File: src/hdl/pds_pkg.sv
// Package for the PLL divider search unit: request/result payload types,
// register indexes, post-divider table and sequencer states. No dependencies.
`default_nettype none
package pds_pkg;

	localparam int IN_W   = 17;
	localparam int WANT_W = 18;
	localparam int VCO_W  = 20;
	localparam int DIV_W  = 8;
	localparam int REG_IDX_W = 3;
	localparam int CFG_W  = 20;
	localparam int DIVU_W = 28;

	typedef enum logic [REG_IDX_W-1:0] {
		REG_IN_MIN  = 3'd0,
		REG_IN_MAX  = 3'd1,
		REG_REF_MIN = 3'd2,
		REG_REF_MAX = 3'd3,
		REG_VCO_MIN = 3'd4,
		REG_VCO_MAX = 3'd5,
		REG_OD_MIN  = 3'd6,
		REG_OD_MAX  = 3'd7
	} reg_idx_t;

	typedef enum logic [1:0] {
		ST_EXACT   = 2'd0,
		ST_NEAREST = 2'd1,
		ST_NONE    = 2'd2
	} status_t;

	typedef struct packed {
		logic [IN_W-1:0]   in_clock;
		logic [WANT_W-1:0] want_clock;
	} req_t;

	typedef struct packed {
		logic [1:0]        status;
		logic [WANT_W-1:0] achieved_clock;
		logic [DIV_W-1:0]  mult_m;
		logic [DIV_W-1:0]  div_n;
		logic [DIV_W-1:0]  out_divider;
		logic              od_low;
		logic              od_high;
	} rsp_t;

	typedef struct packed {
		logic [DIVU_W-1:0] num;
		logic [DIVU_W-1:0] den;
	} div_req_t;

	typedef enum logic [3:0] {
		S_IDLE, S_CHECK, S_NMIN, S_NMAX, S_MMAX, S_MMIN, S_LOOP,
		S_PROD, S_DIV1, S_DIV2, S_CMP, S_NEXT, S_DONE
	} seq_state_t;

	// post-divider shift (log2 NO) for table entry j; select bits are j itself
	function automatic logic [1:0] no_shift(input logic [1:0] j);
		return j;
	endfunction

endpackage
`default_nettype wire

File: src/hdl/pds_divider.sv
// Shared restoring divider, one quotient bit a cycle; uses pds_pkg.
// Division by zero returns all ones.
`default_nettype none
module pds_divider
	import pds_pkg::*;
(
	input  wire logic              clk,
	input  wire logic              arst_n,
	input  wire logic              start,
	input  wire div_req_t          req,
	output logic                   busy,
	output logic [DIVU_W-1:0]      quot
);
	localparam int CW = $clog2(DIVU_W + 1);

	logic [DIVU_W-1:0] rem_q, num_q, den_q, quot_q;
	logic [CW-1:0]     cnt_q;
	logic              busy_q;
	logic [DIVU_W:0]   trial;

	assign trial = {rem_q, num_q[DIVU_W-1]} - {1'b0, den_q};

	always_ff @(posedge clk or negedge arst_n) begin
		if (!arst_n) begin
			busy_q <= 1'b0;
			cnt_q  <= '0;
		end else if (start) begin
			busy_q <= 1'b1;
			cnt_q  <= CW'(DIVU_W);
		end else if (busy_q) begin
			cnt_q <= cnt_q - 1'b1;
			if (cnt_q == CW'(1))
				busy_q <= 1'b0;
		end
	end

	always_ff @(posedge clk) begin
		if (start) begin
			rem_q  <= '0;
			num_q  <= req.num;
			den_q  <= req.den;
			quot_q <= '0;
		end else if (busy_q) begin
			num_q <= {num_q[DIVU_W-2:0], 1'b0};
			if (!trial[DIVU_W]) begin
				rem_q  <= trial[DIVU_W-1:0];
				quot_q <= {quot_q[DIVU_W-2:0], 1'b1};
			end else begin
				rem_q  <= {rem_q[DIVU_W-2:0], num_q[DIVU_W-1]};
				quot_q <= {quot_q[DIVU_W-2:0], 1'b0};
			end
		end
	end

	assign busy = busy_q;
	assign quot = quot_q;
endmodule
`default_nettype wire

File: src/hdl/pds_multiplier.sv
// Registered multiplier shared by the range setup and candidate steps;
// uses pds_pkg. Product is ready the cycle after the operands.
`default_nettype none
module pds_multiplier
	import pds_pkg::*;
(
	input  wire logic              clk,
	input  wire logic [VCO_W-1:0]  a,
	input  wire logic [DIV_W-1:0]  b,
	output logic [DIVU_W-1:0]      p
);
	logic [DIVU_W-1:0] p_q;
	always_ff @(posedge clk) begin
		p_q <= DIVU_W'(a) * DIVU_W'(b);
	end
	assign p = p_q;
endmodule
`default_nettype wire

File: src/hdl/pll_divider_search_unit.sv
// Top level of the PLL divider search unit: config registers, sequencer,
// shared divider and multiplier. Depends on pds_pkg, pds_divider, pds_multiplier.
//
// channel | direction | signals
// --------+-----------+-----------------------------------------------
// cfg     | in        | cfg_valid, cfg_ready, cfg_index, cfg_data
// req     | in        | req_valid, req_ready, req (in_clock, want_clock)
// rsp     | out       | rsp_valid, rsp_ready, rsp (status, clock, settings)
//
// Setup takes two divisions for the n bounds and two for the m bounds (product first),
// then one product and two divisions per candidate over outdiv x 4 x n x m; a skipped
// candidate does not use the shared bit-serial divider. A rejected request goes from
// the check straight to the result.
// Reset clears the sequencer and loads the register defaults. A stalled result
// holds in the output register; the next request is taken once it is accepted.
`default_nettype none
module pll_divider_search_unit
	import pds_pkg::*;
#(
	parameter int N_LOW  = 1,
	parameter int N_HIGH = 63,
	parameter int M_LOW  = 2,
	parameter int M_HIGH = 255
) (
	input  wire logic                 clk,
	input  wire logic                 arst_n,
	input  wire logic                 cfg_valid,
	output logic                      cfg_ready,
	input  wire logic [REG_IDX_W-1:0] cfg_index,
	input  wire logic [CFG_W-1:0]     cfg_data,
	input  wire logic                 req_valid,
	output logic                      req_ready,
	input  wire req_t                 req,
	output logic                      rsp_valid,
	input  wire logic                 rsp_ready,
	output rsp_t                      rsp
);
	// configuration registers
	logic [IN_W-1:0]  in_min_q, in_max_q, ref_min_q, ref_max_q;
	logic [VCO_W-1:0] vco_min_q, vco_max_q;
	logic [DIV_W-1:0] od_min_q, od_max_q;

	assign cfg_ready = 1'b1;

	always_ff @(posedge clk or negedge arst_n) begin
		if (!arst_n) begin
			in_min_q  <= IN_W'(2000);
			in_max_q  <= IN_W'(50000);
			ref_min_q <= IN_W'(1000);
			ref_max_q <= IN_W'(15000);
			vco_min_q <= VCO_W'(100000);
			vco_max_q <= VCO_W'(500000);
			od_min_q  <= DIV_W'(1);
			od_max_q  <= DIV_W'(16);
		end else if (cfg_valid) begin
			unique case (reg_idx_t'(cfg_index))
				REG_IN_MIN:  in_min_q  <= cfg_data[IN_W-1:0];
				REG_IN_MAX:  in_max_q  <= cfg_data[IN_W-1:0];
				REG_REF_MIN: ref_min_q <= cfg_data[IN_W-1:0];
				REG_REF_MAX: ref_max_q <= cfg_data[IN_W-1:0];
				REG_VCO_MIN: vco_min_q <= cfg_data[VCO_W-1:0];
				REG_VCO_MAX: vco_max_q <= cfg_data[VCO_W-1:0];
				REG_OD_MIN:  od_min_q  <= cfg_data[DIV_W-1:0];
				REG_OD_MAX:  od_max_q  <= cfg_data[DIV_W-1:0];
				default: ;
			endcase
		end
	end

	// search state
	seq_state_t state_q, state_d;
	logic [IN_W-1:0]   clk_q;
	logic [WANT_W:0]   target_q;
	logic [WANT_W:0]   best_q;
	logic [DIV_W-1:0]  nmin_q, nmax_q, mmin_q, mmax_q, od_q, p_q, m_q;
	logic [1:0]        j_q;
	logic [DIVU_W-1:0] cand_q;
	rsp_t              rsp_q;
	logic              rsp_valid_q;

	// shared units
	logic              div_start, div_busy;
	div_req_t          div_req;
	logic [DIVU_W-1:0] quot, prod;
	logic [VCO_W-1:0]  mul_a;
	logic [DIV_W-1:0]  mul_b;

	pds_divider u_div (
		.clk(clk), .arst_n(arst_n), .start(div_start), .req(div_req),
		.busy(div_busy), .quot(quot)
	);

	pds_multiplier u_mul (.clk(clk), .a(mul_a), .b(mul_b), .p(prod));

	// clamp a quotient to [lo, hi]
	function automatic logic [DIV_W-1:0] clampq(input logic [DIVU_W-1:0] x,
		input int lo, input int hi);
		logic [DIVU_W-1:0] r;
		r = x;
		if (r < DIVU_W'(lo)) r = DIVU_W'(lo);
		if (r > DIVU_W'(hi)) r = DIVU_W'(hi);
		return r[DIV_W-1:0];
	endfunction

	logic [DIVU_W-1:0] diff;
	assign diff = (cand_q > DIVU_W'(target_q)) ? cand_q - DIVU_W'(target_q)
		: DIVU_W'(target_q) - cand_q;

	assign req_ready = (state_q == S_IDLE) && !rsp_valid_q;
	assign rsp_valid = rsp_valid_q;
	assign rsp = rsp_q;

	// operand selection for the shared multiplier
	always_comb begin
		mul_a = '0;
		mul_b = '0;
		unique case (state_q)
			S_MMAX: begin mul_a = vco_max_q; mul_b = nmax_q; end
			S_MMIN: begin mul_a = vco_min_q; mul_b = nmin_q; end
			default: begin mul_a = VCO_W'(clk_q); mul_b = m_q; end
		endcase
	end

	// sub-step flag inside the dividing states: 0 = issue, 1 = wait; the m bounds issue in 1
	logic phase_q;
	logic phase2_q;

	always_comb begin
		state_d   = state_q;
		div_start = 1'b0;
		div_req   = '0;
		unique case (state_q)
			S_IDLE:  if (req_valid && req_ready) state_d = S_CHECK;
			S_CHECK: begin
				if (clk_q == '0 || clk_q < in_min_q || clk_q > in_max_q)
					state_d = S_DONE;
				else
					state_d = S_NMIN;
			end
			S_NMIN, S_NMAX: begin
				div_req.num = DIVU_W'(clk_q);
				div_req.den = DIVU_W'(state_q == S_NMIN ? ref_max_q : ref_min_q);
				div_start = !phase_q;
				if (phase_q && !div_busy)
					state_d = (state_q == S_NMIN) ? S_NMAX : S_MMAX;
			end
			S_MMAX, S_MMIN: begin
				// product registered in phase 0, division in phase 1
				div_req.num = prod;
				div_req.den = DIVU_W'(clk_q);
				div_start = phase_q && !div_busy && !phase2_q;
				if (phase2_q && !div_busy && !div_start)
					state_d = (state_q == S_MMAX) ? S_MMIN : S_LOOP;
			end
			S_LOOP: begin
				if (od_q >= od_max_q)
					state_d = S_DONE;
				else if (od_q == '0 || p_q >= nmax_q || m_q >= mmax_q)
					state_d = S_NEXT;
				else
					state_d = S_PROD;
			end
			S_PROD: state_d = S_DIV1;
			S_DIV1: begin
				div_req.num = prod;
				div_req.den = DIVU_W'(p_q);
				div_start = !phase_q;
				if (phase_q && !div_busy) state_d = S_DIV2;
			end
			S_DIV2: begin
				div_req.num = quot >> no_shift(j_q);
				div_req.den = DIVU_W'(od_q);
				div_start = !phase_q;
				if (phase_q && !div_busy) state_d = S_CMP;
			end
			S_CMP: state_d = (diff == '0) ? S_DONE : S_NEXT;
			S_NEXT: state_d = S_LOOP;
			S_DONE: state_d = S_IDLE;
			default: state_d = S_IDLE;
		endcase
	end

	always_ff @(posedge clk or negedge arst_n) begin
		if (!arst_n) begin
			state_q     <= S_IDLE;
			rsp_valid_q <= 1'b0;
			phase_q     <= 1'b0;
			phase2_q    <= 1'b0;
		end else begin
			state_q <= state_d;
			if (state_d != state_q) begin
				phase_q  <= 1'b0;
				phase2_q <= 1'b0;
			end else begin
				phase_q <= 1'b1;
				if (div_start && phase_q) phase2_q <= 1'b1;
			end
			if (rsp_valid_q && rsp_ready) rsp_valid_q <= 1'b0;
			if (state_q == S_DONE) rsp_valid_q <= 1'b1;
		end
	end

	// datapath: hold request, walk indices, track best candidate
	always_ff @(posedge clk) begin
		unique case (state_q)
			S_IDLE: if (req_valid && req_ready) begin
				clk_q    <= req.in_clock;
				target_q <= {req.want_clock, 1'b0};
				best_q   <= {req.want_clock, 1'b0};
				rsp_q    <= '{status: ST_NONE, default: '0};
			end
			S_NMIN: if (phase_q && !div_busy) nmin_q <= clampq(quot, N_LOW, N_HIGH);
			S_NMAX: if (phase_q && !div_busy) nmax_q <= clampq(quot, N_LOW, N_HIGH);
			S_MMAX: if (phase2_q && !div_busy && state_d != state_q)
				mmax_q <= clampq(quot, M_LOW, M_HIGH);
			S_MMIN: if (phase2_q && !div_busy && state_d != state_q) begin
				mmin_q <= clampq(quot, M_LOW, M_HIGH);
				od_q   <= od_min_q;
				j_q    <= '0;
				p_q    <= nmin_q;
				m_q    <= clampq(quot, M_LOW, M_HIGH);
			end
			S_DIV2: if (phase_q && !div_busy) cand_q <= quot;
			S_CMP: begin
				if (diff == '0 || diff < DIVU_W'(best_q)) begin
					best_q  <= diff[WANT_W:0];
					rsp_q.achieved_clock <= (cand_q[DIVU_W-1:1] > (DIVU_W-1)'(18'h3FFFF))
						? 18'h3FFFF : cand_q[WANT_W:1];
					rsp_q.mult_m      <= m_q;
					rsp_q.div_n       <= p_q;
					rsp_q.out_divider <= od_q;
					rsp_q.od_low      <= j_q[0];
					rsp_q.od_high     <= j_q[1];
					rsp_q.status      <= (diff == '0) ? ST_EXACT : ST_NEAREST;
				end
			end
			S_NEXT: begin
				// advance m, then n, then NO, then output divider
				if (od_q != '0 && p_q < nmax_q && {1'b0, m_q} + 9'd1 < {1'b0, mmax_q}) begin
					m_q <= m_q + 1'b1;
				end else begin
					m_q <= mmin_q;
					if (od_q != '0 && p_q + 1'b1 < nmax_q) begin
						p_q <= p_q + 1'b1;
					end else begin
						p_q <= nmin_q;
						if (od_q != '0 && j_q != 2'd3) j_q <= j_q + 1'b1;
						else begin
							j_q  <= '0;
							od_q <= od_q + 1'b1;
						end
					end
				end
			end
			default: ;
		endcase
	end
endmodule
`default_nettype wire

File: config.mk
export PLATFORM = sky130hd
export DESIGN_NAME = pll_divider_search_unit
export DESIGN_NICKNAME = d
export VERILOG_FILES = /design/src/hdl/pds_pkg.sv /design/src/hdl/pds_divider.sv /design/src/hdl/pds_multiplier.sv /design/src/hdl/pll_divider_search_unit.sv
export SDC_FILE = /design/constraint.sdc
export NUM_CORES = 1
export LEC_CHECK = 0
export ABC_AREA = 1
export ABC_CLOCK_PERIOD_IN_PS = 9330
export BUFFER_PORTS_ARGS = -buffer_cell sky130_fd_sc_hd__buf_4
export CAP_MARGIN = 20
export CORE_ASPECT_RATIO = 1.25
export CORE_MARGIN = 3
export CORE_UTILIZATION = 35
export CTS_BUF_LIST = sky130_fd_sc_hd__clkbuf_4 sky130_fd_sc_hd__clkbuf_8
export DETAILED_ROUTE_END_ITERATION = 10
export PLACE_DENSITY = 0.55
export SLEW_MARGIN = 15
export SYNTH_ARGS = -nofsm -noshare
export SYNTH_HDL_FRONTEND = slang
export SYNTH_SLANG_ARGS = --single-unit
File: constraint.sdc
create_clock -name clk -period 9.33 [get_ports clk]
set_input_delay 0.933 -clock clk [delete_from_list [all_inputs] [get_ports clk]]
set_output_delay 0.933 -clock clk [all_outputs]
set_load 0.01 [all_outputs]
==> flow_summary.json, run 1 <==
{
  "status": "finished, final reports clean",
  "drv_cap": 0,
  "setup_viol": 0,
  "met3_usage_pct": 2.797,
  "clk_pin_slew_worst_paths_ps": 60,
  "start_util_pct": 35.33,
  "nNetsFinal": 4169,
  "syn_area_um2": 29830,
  "vias_per_cell": 5.004,
  "grt_overflow": 0,
  "core_um2": 84420,
  "cts-buffers-inserted": 81,
  "syn_to_final_growth_pct": 12.92,
  "finClkSkew_ps": 42.44,
  "synth.ff_latch_count": 452,
  "dp_hpwl_mm": 69.56,
  "synth_edf_count": 231,
  "required_ps": 9920,
  "insertion_delay_ps": 710,
  "period_minus_slack_ps": 7065,
  "period_share_pct": 75.72,
  "grt_pass1_vias": 24500,
  "grt_util_met2_pct": 35.45,
  "postCtsSetupRepairBufs": 0,
  "maxSlewViolCount": 0,
  "synth.yosys.seq_area_share_pct": 40.55,
  "ys_types": 59,
  "path_delay_family": "adder cells",
  "drc": 0,
  "cts_buffer_depth": 3,
  "track_usage_pct": 20.56,
  "cts-htree-levels": 3,
  "place_worst_setup_slack_ps": 2274,
  "worstSetupPathType": "reg -> reg",
  "wl_mm": 91.01,
  "grt_max_degree": 76,
  "arrival_ps": 7660,
  "hold_buffers": 0,
  "num_io_pins": 112,
  "num_rows": 119,
  "ys.flop_type": "edfxtp_1",
  "fmax_ghz": 0.1415,
  "die-area_um2": 88790,
  "fin_ws_ps": 2265,
  "antenna_found_initial": 2,
  "maxSlewHeadroom_pct": 32.83,
  "gr-usage-met1_pct": 25.68,
  "finalSetupTns_ps": 0,
  "cts-root-buf": "clkbuf_8",
  "crit_slowest_cell": "nor2_1",
  "first_pass_iters": 6,
  "avgRoutedWirePerCell_um": 18.37,
  "path_buf_inv": 6,
  "critical_path_depth": 27,
  "postRouteAntennaNets": 0,
  "syn_inst": 3671,
  "min_path_type": "in -> async",
  "die_h_um": 332.4,
  "cts_tree": "yes",
  "start_kind": "register",
  "async_flop_share_pct": 30.31,
  "tightest_slew_ps": 1005,
  "cts_resized": 0,
  "syn_area_per_cell_um2": 8.126,
  "hold_violations": 0,
  "gp_congestion": 0.9372,
  "dr_total_vias": 24790,
  "rr_worst_depth": 27,
  "synth.yosys.warnings": 0,
  "top_usage_layer": "met2",
  "numPortBuffers": 110,
  "rsz0062_at_grt": "no",
  "cts_sinks": 452,
  "worst_setup_path_end_kind": "register",
  "grt_pass1_wl_mm": 141.3,
  "critPathMaxStageDelay_ps": 660,
  "n_fill_cell": 8761,
  "drive_gt1_share_pct": 9.915,
  "critPathMaxFanout": 32,
  "die_width_um": 267.1,
  "drtIter0Drc": 1791
}
[final cells by class]
cell class	count	area (µm²)	share of cell area, %
Multi-Input combinational cell	2438	14790	43.89
Sequential cell	452	12100	35.91
Inverter	678	2546	7.559
Clock buffer	123	1493	4.431
Tap cell	1089	1363	4.045
Timing Repair Buffer	144	1120	3.324
Clock inverter	28	274.0	0.8135
Antenna cell	3	7.507	0.02229
[synth_stat cells (6+ instances only)]
cell type / n / share of area, %
dfstp_2: 40 / 3.5
ha_1: 200 / 8.4
nand2_2: 12 / 0.25
nor3_1: 26 / 0.44
clkbuf_1: 87 / 1.1
o221ai_1: 28 / 0.82
nor2_1: 314 / 4.0
or2_2: 8 / 0.17
buf_1: 11 / 0.14
nor4_1: 16 / 0.34
xor2_1: 57 / 1.7
nand3_1: 122 / 2.0
fa_1: 111 / 7.4
o31ai_1: 7 / 0.18
dfxtp_1: 84 / 5.6
o211ai_1: 16 / 0.40
o22ai_1: 47 / 0.99
nand4_1: 35 / 0.73
o21ai_0: 326 / 5.5
o21bai_1: 6 / 0.15
xnor2_1: 19 / 0.56
nand2_1: 851 / 11
inv_2: 13 / 0.16
a22oi_1: 16 / 0.40
edfxtp_1: 231 / 23
a31oi_1: 33 / 0.69
a21oi_1: 133 / 2.2
inv_1: 661 / 8.3
dfrtp_1: 97 / 8.1
[per-layer routing]
layer | share of wire, % | up-vias
met4 | 4.3 | 2
met1 | 42 | 11850
li1 | - | 12150
met5 | 0.0088 | -
met2 | 49 | 615
met3 | 4.6 | 176
[path summary, 6_finish.rpt]
check / from / slack (ps) / to
setup / recovery: state_q[2] / 2260 / u_mul.p[25]
hold / removal: arst_n / 270 / in_min_q[11]
setup reg to reg: state_q[2] / 2260 / u_mul.p[25]
hold reg to reg: u_div.quot[1] / 460 / cand_q[1]
max in group asynchronous: arst_n / 7720 / state_q[1]
min in group clk: req[24] / 410 / clk_q[6]
[metrics by stage]
| stage | cells | hold WS (ps) | cell area (µm²) | util, % |
|---|---|---|---|---|
| after floorplan | 3674 | 424.9 | 29840 | - |
| after global placement | 4798 | 433.8 | 31850 | 37.73 |
| after detailed placement | 4798 | 444.2 | 31850 | 37.73 |
| after CTS | 4949 | 231.1 | 33620 | 39.82 |
| after global routing | 4954 | 269.3 | 33680 | 39.90 |
| final | 4955 | 271.4 | 33680 | 39.90 |
[kinds of logic after synthesis]
group                      share of synthesized area [%]
AOI/OAI and AO/OA                                  12.08
and+or+nand+nor                                    19.29
adders and majority gates                          15.84
other                                            0.02518
DFF                                                40.55
buffers and inverters                              9.987
xor gates and xnor gates                           2.231
[cell usage in the layout, fill, tap and decap left out, types with 40 or more instances in the layout]
master	synthesis	final
dfrtp_1	97	97
nand2_1	851	849
buf_4	4	140
inv_1	661	660
o21ai_0	326	325
dfstp_2	40	40
a21oi_1	133	133
fa_1	111	111
clkbuf_8	0	91
edfxtp_1	231	231
nor2_1	314	310
xor2_1	57	57
nand3_1	122	122
o22ai_1	47	47
ha_1	200	200
dfxtp_1	84	84
[registers in the layout (all words and copies together) (netlist names), 17 cells and up]
register     count
vco_max_q       20
u_div.rem_q     28
target_q        18
in_min_q        17
best_q          19
ref_min_q       17
u_div.den_q     17
u_mul.p         28
in_max_q        17
vco_min_q       20
rsp             46
u_div.num_q     28
ref_max_q       17
cand_q          28
clk_q           17
u_div.quot      28
Power of run 1 is not shown: default switching activity piles up to over one toggle a cycle in this logic, so the estimate is an artifact.
==> run 2, diff against run 1 <==
--- a/config.mk
+++ b/config.mk
@@ -6,7 +6,7 @@
 export NUM_CORES = 1
 export LEC_CHECK = 0
 export ABC_AREA = 1
-export ABC_CLOCK_PERIOD_IN_PS = 9330
+export ABC_CLOCK_PERIOD_IN_PS = 6400
 export BUFFER_PORTS_ARGS = -buffer_cell sky130_fd_sc_hd__buf_4
 export CAP_MARGIN = 20
 export CORE_ASPECT_RATIO = 1.25
@@ -14,7 +14,7 @@
 export CORE_UTILIZATION = 35
 export CTS_BUF_LIST = sky130_fd_sc_hd__clkbuf_4 sky130_fd_sc_hd__clkbuf_8
 export DETAILED_ROUTE_END_ITERATION = 10
-export PLACE_DENSITY = 0.55
+export PLACE_DENSITY = 0.57
 export SLEW_MARGIN = 15
 export SYNTH_ARGS = -nofsm -noshare
 export SYNTH_HDL_FRONTEND = slang
==> constraint.sdc (replaced) <==
create_clock -name clk -period 6.4 [get_ports clk]
set_input_delay 0.64 -clock clk [delete_from_list [all_inputs] [get_ports clk]]
set_output_delay 0.64 -clock clk [all_outputs]
set_load 0.01 [all_outputs]
==> run 2 against run 1 <==
Die area is the same. Via count shrank 0.27%. Critical endpoint unchanged. Count of clock-buffer cells in the layout shrank 9. Routed wire length shrank 1.0%. Critical path depth is the same. Worst setup slack lost 1800 ps. First-iteration DRC count shrank 3.4%. Sequential cell count is the same. Design area grew 1.6%. Clock skew grew 18 ps. Global-route usage shrank 0.093 points. Final cell count grew 1.1%.
==> flow_summary.json, run 2 (synthesized netlist as in run 1, its figures left out) <==
{
  "antenna_found_initial": 4,
  "holdPathEnd": "clk_q[4]",
  "cts-buffers-inserted": 82,
  "die-area_um2": 88790,
  "wl_mm": 90.09,
  "syn_to_final_growth_pct": 14.72,
  "nNetsFinal": 4221,
  "cts-root-buf": "clkbuf_8",
  "setup_viol": 0,
  "mostFrequentLayoutCells": "nand2_1, inv_1, o21ai_0",
  "layout_commonest_cell": "nand2_1",
  "grt_max_degree": 90,
  "tightest_slew_ps": 1009,
  "track_usage_pct": 20.47,
  "status": "finished, final reports clean",
  "postRouteAntennaNets": 0,
  "rr_worst_depth": 27,
  "finClkSkew_ps": 59.95,
  "cts_sinks": 452,
  "grt_pass1_wl_mm": 140.9,
  "maxSlewViolCount": 0,
  "start_kind": "register",
  "drc": 0,
  "num_io_pins": 112,
  "drive_gt1_share_pct": 11.47,
  "fmax_ghz": 0.1672,
  "rsz0062_at_grt": "no",
  "required_ps": 7000,
  "die_h_um": 332.4,
  "min_path_type": "in -> reg",
  "hold_depth": 1,
  "num_rows": 119,
  "rr_startpoint": "state_q[1]",
  "insertion_delay_ps": 730,
  "r2r-end": "u_mul.p[25]",
  "gp_congestion": 0.9477,
  "core_um2": 84420,
  "hold_violations": 0,
  "cts_buffer_depth": 3,
  "worstHoldStart": "req[22]",
  "cts_tree": "yes",
  "grt_overflow": 0,
  "largest_reg_flops": 46,
  "numPortBuffers": 110,
  "clk_pin_slew_worst_paths_ps": 60,
  "dr_total_vias": 24730,
  "start_util_pct": 35.33,
  "worst_setup_path_end_kind": "register",
  "worstSetupPathType": "reg -> reg",
  "drv_cap": 0,
  "avgRoutedWirePerCell_um": 17.99,
  "maxSlewHeadroom_pct": 32.49,
  "reg2reg_slack_ps": 420,
  "die_width_um": 267.1,
  "arrival_ps": 6580,
  "finalSetupTns_ps": 0,
  "n_fill_cell": 8693,
  "dp_hpwl_mm": 70.14,
  "critPathMaxFanout": 27,
  "drtIter0Drc": 1730,
  "period_minus_slack_ps": 5981,
  "vias_per_cell": 4.937,
  "grt_pass1_vias": 24780,
  "period_share_pct": 93.45,
  "first_pass_iters": 5,
  "cts-htree-levels": 3
}
-- run 2: critical path, cell delays in order (launching register included) --
cell and delay, ps:
dfrtp_1 470, nor2_1 190, inv_1 80, nor2_2 150
inv_1 130, buf_12 190, o221ai_2 210, buf_12 190
inv_1 70, buf_4 160, nand2_1 90, fa_1 450
fa_1 530, fa_1 530, fa_1 540, inv_1 40
ha_1 360, nand2_1 100, inv_1 80, nand3_1 110
nor4_2 260, nor2_1 110, o21ai_2 160, a31oi_1 130
o21ai_1 200, nand3_1 90, nand2_1 80, xor2_1 140
-- run 2: metrics by stage --
stage	hold WS [ps]	area (µm²)	setup slack, ps	util [%]	std cells
floorplan	344.4	29840	554.3	-	3674
global placement	442.2	32190	314.7	38.13	4835
detailed placement	445.3	32200	68.50	38.14	4836
CTS	21.66	33980	30.97	40.25	4989
global route	41.75	34210	12.55	40.53	5005
finish	88.23	34220	419.1	40.54	5008
-- run 2: cell type report --
type / instances / area (µm²) / share of cell area [%]
well taps: 1089 / 1363 / 3.982
clock inverters: 38 / 316.6 / 0.9250
diodes: 4 / 10.01 / 0.02925
clock buffers: 114 / 1450 / 4.237
repair buffers: 195 / 1584 / 4.629
flip-flops and latches: 452 / 12100 / 35.35
multi-input cells: 2438 / 14860 / 43.41
inverters: 678 / 2545 / 7.437
-- run 2: layer usage --
metal  wire, µm  vias to the layer above  GRT usage, %
li1           -                    12230             -
met1      37390                    11740         25.01
met2      44160                      555         35.30
met3       4229                      197         3.204
met4       4306                        0         9.500
met5          0                        -             0
-- run 2: what timing repair did --
| action | 4_1_cts | 5_1_grt |
|---|---|---|
| resized for setup | 1 | 19 |
| endpoints found under the hold margin | 39 | 0 |
| setup endpoints to repair | 1 | 6 |
| pin swaps | 0 | 1 |
| cloned | 0 | 1 |
| setup buffers | 0 | 11 |
| hold buffers | 1 | 0 |
-- run 2: how the worst max path moves through the flow --
stage               start          end  slack (ps)  depth (start not counted)
2_1_floorplan  state_q[1]  u_mul.p[25]         550                         29
3_3_place_gp   state_q[1]  u_mul.p[25]         310                         25
3_5_place_dp   state_q[0]  u_mul.p[25]          70                         26
4_1_cts        state_q[0]  u_mul.p[25]          30                         28
5_1_grt        state_q[1]  u_mul.p[25]          10                         27
6_report       state_q[1]  u_mul.p[25]         420                         27
Power of run 2 is left out for the same reason.
==> run 3, diff against run 2 <==
--- a/config.mk
+++ b/config.mk
@@ -15,6 +15,7 @@
 export CTS_BUF_LIST = sky130_fd_sc_hd__clkbuf_4 sky130_fd_sc_hd__clkbuf_8
 export DETAILED_ROUTE_END_ITERATION = 10
 export PLACE_DENSITY = 0.57
+export SETUP_SLACK_MARGIN = 0.5
 export SLEW_MARGIN = 15
 export SYNTH_ARGS = -nofsm -noshare
 export SYNTH_HDL_FRONTEND = slang
==> run 3 against run 2 <==
Worst setup slack improved by 330 ps. Clock skew about the same. Die area unchanged. Count of clock-buffer cells in the layout unchanged. Utilization increased by 0.81 points. Via count increased by 1.4%. Design area increased by 2.0%. Highest routed layer unchanged. Sequential share of layout area decreased by 0.69 points. Worst hold slack about the same.
==> flow_summary.json, run 3 (synthesized netlist as in run 1, its figures left out) <==
{
  "status": "finished, final reports clean",
  "seqCellArea_um2": 12100,
  "hold_violations": 0,
  "min_path_type": "in -> reg",
  "nNetsFinal": 4255,
  "die_h_um": 332.4,
  "drtIter0Drc": 1751,
  "vias_per_cell": 4.974,
  "dp_hpwl_mm": 70.14,
  "setup_viol": 0,
  "start_util_pct": 35.33,
  "syn_to_final_growth_pct": 17.01,
  "core_um2": 84420,
  "rsz0062_at_grt": "no",
  "wl_mm": 91.66,
  "finClkSkew_ps": 59.54,
  "hold_ws_ps": 88.37,
  "grt_pass1_vias": 24900,
  "worst_setup_path_end_kind": "register",
  "cts_sinks": 452,
  "numPortBuffers": 110,
  "layout_commonest_cell": "nand2_1",
  "postRouteAntennaNets": 0,
  "grt_pass1_wl_mm": 141.2,
  "gp_congestion": 0.9477,
  "finalSetupTns_ps": 0,
  "insertion_delay_ps": 740,
  "arrival_ps": 6210,
  "cts-buffers-inserted": 82,
  "tightest_slew_ps": 980.1,
  "placed_cells_incl_taps": 4836,
  "crit_top_cell": "fa_1",
  "cts_tree": "yes",
  "cts-root-buf": "clkbuf_8",
  "cts-htree-levels": 3,
  "worstSetupPathType": "reg -> reg",
  "path_delay_family": "adder cells",
  "crit_slowest_cell": "fa_1",
  "period_minus_slack_ps": 5652,
  "drc": 0,
  "multi_input_area_um2": 15170,
  "grt_overflow": 0,
  "cts_buffer_depth": 3,
  "die-area_um2": 88790,
  "drive_gt1_share_pct": 13.42,
  "mostFrequentLayoutCells": "nand2_1, inv_1, o21ai_0",
  "n_fill_cell": 8619,
  "final_cell_count_no_fill": 5042,
  "maxSlewViolCount": 0,
  "clk_pin_slew_worst_paths_ps": 60,
  "num_rows": 119,
  "track_usage_pct": 20.50,
  "start_kind": "register",
  "required_ps": 6960,
  "first_pass_iters": 5,
  "largest_reg_flops": 46,
  "num_io_pins": 112,
  "avgRoutedWirePerCell_um": 18.18,
  "period_share_pct": 88.32,
  "maxSlewHeadroom_pct": 34.50,
  "grt_max_degree": 90,
  "critPathMaxFanout": 14,
  "drv_cap": 0,
  "dr_total_vias": 25080,
  "fmax_ghz": 0.1769,
  "die_width_um": 267.1,
  "path_buf_inv": 9,
  "antenna_found_initial": 4,
  "critPathMaxStageDelay_ps": 570
}
## run 3: worst paths after layout
path                                 from           end  slack, ps  cells past startpoint
max                            state_q[2]   u_mul.p[25]        750                     29
min in group asynchronous          arst_n  in_min_q[13]        570                      2
max reg2reg                    state_q[2]   u_mul.p[25]        750                     29
max in group asynchronous          arst_n    state_q[1]       4570                      3
min                               req[22]      clk_q[4]         90                      1
min reg2reg                u_div.quot[17]    cand_q[17]        460                      0
## run 3: metal layers
layer  GRT usage [%]  part of all wire, %  vias up
met5               0                    0        -
met4           9.769                  4.9        0
met3           3.300                  4.8      201
met2           35.35                   49      611
met1           24.91                   41    11960
li1                -                    -    12310
## run 3: what timing repair did
action	CTS	global route
endpoints found under the setup margin	7	9
resized for setup	23	70
endpoints found under the hold margin	39	0
gates cloned	1	4
hold buffers	1	0
pin swaps	3	17
setup buffers	14	27
## run 3: area by class of cell
class                           count  area share (%)
Clock inverter                     38          0.9069
Timing Repair Buffer              229           5.542
Antenna cell                        4         0.02868
Sequential cell                   452           34.66
Clock buffer                      114           4.155
Inverter                          678           7.338
Multi-Input combinational cell   2438           43.47
Tap cell                         1089           3.904
## run 3: through the flow
stage / utilization (%) / setup slack [ps] / instance area, µm²
6_report: 41.35 / 747.7 / 34900
3_3_place_gp: 38.13 / 314.7 / 32190
3_5_place_dp: 38.14 / 68.50 / 32200
2_1_floorplan: - / 554.3 / 29840
4_1_cts: 40.48 / 520.2 / 34170
5_1_grt: 41.34 / 468.9 / 34900
Power of run 3 is left out for the same reason.
